===== config.mk =====
export PLATFORM = sky130hd
export DESIGN_NAME = wfc_word
export DESIGN_NICKNAME = d
export VERILOG_FILES = /design/src/design/word_frequency_counter_assert.svh /design/src/design/wfc_word.sv
export SDC_FILE = /design/constraint.sdc
export NUM_CORES = 1
export LEC_CHECK = 0
export ABC_AREA = 1
export BUFFER_PORTS_ARGS = -buffer_cell sky130_fd_sc_hd__buf_2
export CORE_MARGIN = 5
export CORE_UTILIZATION = 50
export CTS_CLUSTER_DIAMETER = 60
export DETAILED_ROUTE_END_ITERATION = 8
export PLACE_DENSITY = 0.86
export SLEW_MARGIN = 20
export SYNTH_ARGS = -nofsm -noshare
export SYNTH_HDL_FRONTEND = slang
export SYNTH_SLANG_ARGS = --single-unit

===== constraint.sdc =====
create_clock -name clk -period 4.3 [get_ports clk]
set_input_delay 0.215 -clock clk [delete_from_list [all_inputs] [get_ports clk]]
set_output_delay 0.215 -clock clk [all_outputs]
set_load 0.01 [all_outputs]

===== src/design/word_frequency_counter_assert.svh =====
// Assertion macros for the word frequency counter.
// Used by the top level only; needs clk and rst in scope.
`ifndef WORD_FREQUENCY_COUNTER_ASSERT_SVH
`define WORD_FREQUENCY_COUNTER_ASSERT_SVH

// same-cycle implication
`define WFC_CHECK(label, ante, cons) \
  label: assert property (@(posedge clk) disable iff (rst) (ante) |-> (cons)) \
    else $error("word_frequency_counter check failed");

// next-cycle implication
`define WFC_CHECK_NEXT(label, ante, cons) \
  label: assert property (@(posedge clk) disable iff (rst) (ante) |=> (cons)) \
    else $error("word_frequency_counter next-cycle check failed");

`endif


===== src/design/wfc_word.sv =====
// Pending word buffer: collects folded bytes, tracks length and truncation.
// Depends on nothing but its parameter.
module wfc_word #(
  parameter int WORD_BYTES = 64
) (
  input  logic                        clk,
  input  logic                        rst,
  input  logic                        push,
  input  logic [7:0]                  push_byte,
  input  logic                        clear,
  output logic [WORD_BYTES*8-1:0]     chars,
  output logic [$clog2(WORD_BYTES)-1:0] len,
  output logic                        trunc,
  output logic                        in_word
);
  localparam int CW = $clog2(WORD_BYTES);

  always_ff @(posedge clk) begin
    if (rst || clear) begin
      chars   <= '0;
      len     <= '0;
      trunc   <= 1'b0;
      in_word <= 1'b0;
    end else if (push) begin
      if (len < CW'(WORD_BYTES - 1)) begin
        chars[{len, 3'b000} +: 8] <= push_byte;
        len <= len + 1'b1;
      end else begin
        trunc <= 1'b1;
      end
      in_word <= 1'b1;
    end
  end
endmodule


==> flow_metrics.py <==
metrics = {
    "clock_tree": {
        "numCtsBuffers": 52,
        "cts_buffer_depth": 3,
        "clock-sinks": 520,
        "clockRootBuffer": "clkbuf_16",
        "insertion_delay_ns": 0.60,
        "h-tree-depth": 2,
        "clkTransAtPathRegs_ns": 0.06,
        "cts-resized-gates": 0,
        "tritoncts": "done",
    },
    "power": {
        "switchingPower_uw": 2270,
        "sequentialPowerShare": 0.492,
        "ir_drop_uv": 353,
        "powerDensity_nw_per_um2": 400,
        "p_int_uw": 7540,
        "p_sw_frac": 0.232,
        "leakage_uw": 0.0106,
        "pwr-share-comb": 0.044,
        "clockPowerShare": 0.464,
    },
    "worst_hold_path": {
        "hold_path.class": "in2reg",
    },
    "floorplan": {
        "fp-row-count": 73,
        "initial_core_util": 0.502,
        "die_x_um": 209,
        "dieArea_sq_um": 43800,
        "core_sq_um": 39500,
        "ios": 532,
        "die_y_um": 209,
    },
    "worst_setup_path": {
        "cp-start-kind": "register",
        "cp.required_ns": 4.74,
        "critPathCaptureType": "register",
        "cp.arrival_ns": 4.00,
        "crit_type": "reg2reg",
        "crit_fanout": 18,
    },
    "place": {
        "dpl.hpwl_um": 52800,
        "io_buffers": 531,
        "gp_congestion": 0.936,
    },
    "timing": {
        "whs_ns": 0.258,
        "setup_viol": 0,
        "fin_crit_ns": 3.56,
        "max_freq_mhz": 281,
        "maxSlewHeadroom": 0.252,
        "rsz0062_at_grt": "false",
        "post-route-period-util": 0.828,
        "hold_violations": 0,
        "fin_tns_setup_ns": 0,
        "worst_clock_skew_ns": 0.0221,
        "tightestPinTransition_ns": 1.12,
        "drv_slew": 0,
    },
    "route": {
        "drt_wl_total_um": 74800,
        "post-route-drc-count": 0,
        "wl_per_cell_um": 20.3,
        "routed_via_density": 5.65,
        "first_pass_iters": 6,
        "ant_nets": 0,
        "num_vias": 20800,
        "drt-initial-drc-count": 2314,
    },
    "global_route": {
        "antenna_found_initial": 1,
        "grt_pass1_wl_um": 113000,
        "grt_use_total": 0.321,
        "grt-ovfl-total": 0,
        "grt_max_degree": 224,
        "grt_pass1_vias": 19100,
    },
    "flow_run": {
        "cap_violations": 0,
    },
    "yosys": {
        "avgSynthCellArea_sq_um": 7.47,
        "synth_area_sq_um": 19900,
        "yosysUniqueCellTypes": 29,
        "syn-num-nets": 2674,
        "ys_warn_count": 0,
        "synth-seq-area-share": 0.524,
        "netlist_instances": 2658,
        "synth_seq_cells": 520,
    },
    "final_layout": {
        "drive_gt1_frac": 0.220,
        "nets": 3138,
        "syn_to_final_growth_pct": 23.7,
    },
    "run_status": {
        "status": "finished clean",
    },
}
logic make-up after synthesis:
| logic type | after synthesis | share of synthesized area |
|---|---|---|
| compound gates | 624 | 0.158 |
| xor+xnor | 1 | 0.000441 |
| fa+ha+maj | 4 | 0.00252 |
| buf+inv | 265 | 0.0557 |
| flops | 520 | 0.524 |
| simple gates | 1244 | 0.260 |
Yosys cell counts (all sizes together):
| cell type | number | area, sq um |
|---|---|---|
| nand4 | 46 | 294 |
| nor4 | 1 | 6.26 |
| a21oi | 335 | 1680 |
| nor2 | 594 | 2320 |
| or2 | 1 | 6.26 |
| dfxtp | 520 | 10400 |
| nand2 | 411 | 1570 |
| clkinv | 1 | 3.75 |
| a31oi | 7 | 43.8 |
| ha | 4 | 50.1 |
| nand3 | 186 | 936 |
| clkbuf | 92 | 345 |
| xor2 | 1 | 8.76 |
| inv | 104 | 393 |
| nor3 | 5 | 25.0 |
| buf | 68 | 365 |
| o21ai | 282 | 1410 |
final timing paths:
check          startpoint          to  slack (ns)  cells past startpoint
max                len[0]  chars[289]        0.74                     12
min          push_byte[4]  chars[404]        0.26                      4
max reg2reg        len[0]  chars[289]        0.74                     12
min reg2reg         trunc       trunc        0.45                      2
per-layer routing:
layer / global-route usage / share of wire
met1: 0.399 / 0.37
met2: 0.524 / 0.46
met3: 0.0833 / 0.11
met4: 0.154 / 0.053
met5: 0 / 0
power by group through the flow:
| stage | Combinational (uW) | Clock (uW) | Sequential [uW] |
|---|---|---|---|
| floorplan | 283 | 0 | 4940 |
| global placement | 412 | 0 | 4930 |
| detailed placement | 414 | 0 | 4930 |
| CTS | 420 | 4590 | 4830 |
| global route | 462 | 4790 | 4830 |
| finish | 431 | 4560 | 4830 |
flip-flops by register name, summed over array words and instances (netlist names):
register and count:
in_word 1, trunc 1, len 6, chars 512
what timing repair did:
action / 4_1_cts / 5_1_grt
buffers inserted: 0 / 0
endpoints found under the hold margin: 23 / 0
hold buffers: 4 / 0
cells in the final DEF (no fill, tap or decap), types with 7 or more instances in the layout:
cell type / count
nand3_1: 185
o21ai_0: 278
inv_6: 7
inv_2: 9
inv_1: 92
a21oi_1: 335
buf_4: 30
nand2_2: 8
nand4_1: 45
clkbuf_1: 13
clkbuf_16: 53
nand2_1: 402
nor2_4: 7
dfxtp_1: 520
a31oi_1: 7
clkbuf_8: 11
nor2_2: 19
nor2_1: 568
buf_2: 531
per-stage QoR:
step                cells  power (uW)  utilization  setup slack (ns)  instance area [sq um]
global route         3686       10100        0.621             0.350                  24600
CTS                  3685        9830        0.621             0.788                  24600
detailed placement   3589        5350        0.577             0.796                  22800
global placement     3589        5350        0.577             0.913                  22800
finish               3686        9820        0.621             0.739                  24600
floorplan            2658        5220            -              2.05                  19900
layout make-up:
class	instances	area [sq um]
fill	3422	15000
sequential	520	10400
multi-input combinational	1873	8360
timing repair buffer	570	3020
clock buffer	77	1530
tap	525	657
inverter	105	407
clock inverter	15	183
antenna	1	2.50
worst max-delay path, stage by stage (launching register included):
cell	delay [ns]
dfxtp_1	0.63
inv_2	0.17
ha_1	0.28
inv_1	0.08
nor2_2	0.06
nor2_2	0.45
nand2_1	0.27
inv_2	0.16
nand3_2	0.15
nor2_2	0.58
nand2_1	0.35
nand2_1	0.16
a21oi_1	0.07
Power figures use the tool's default switching activity.
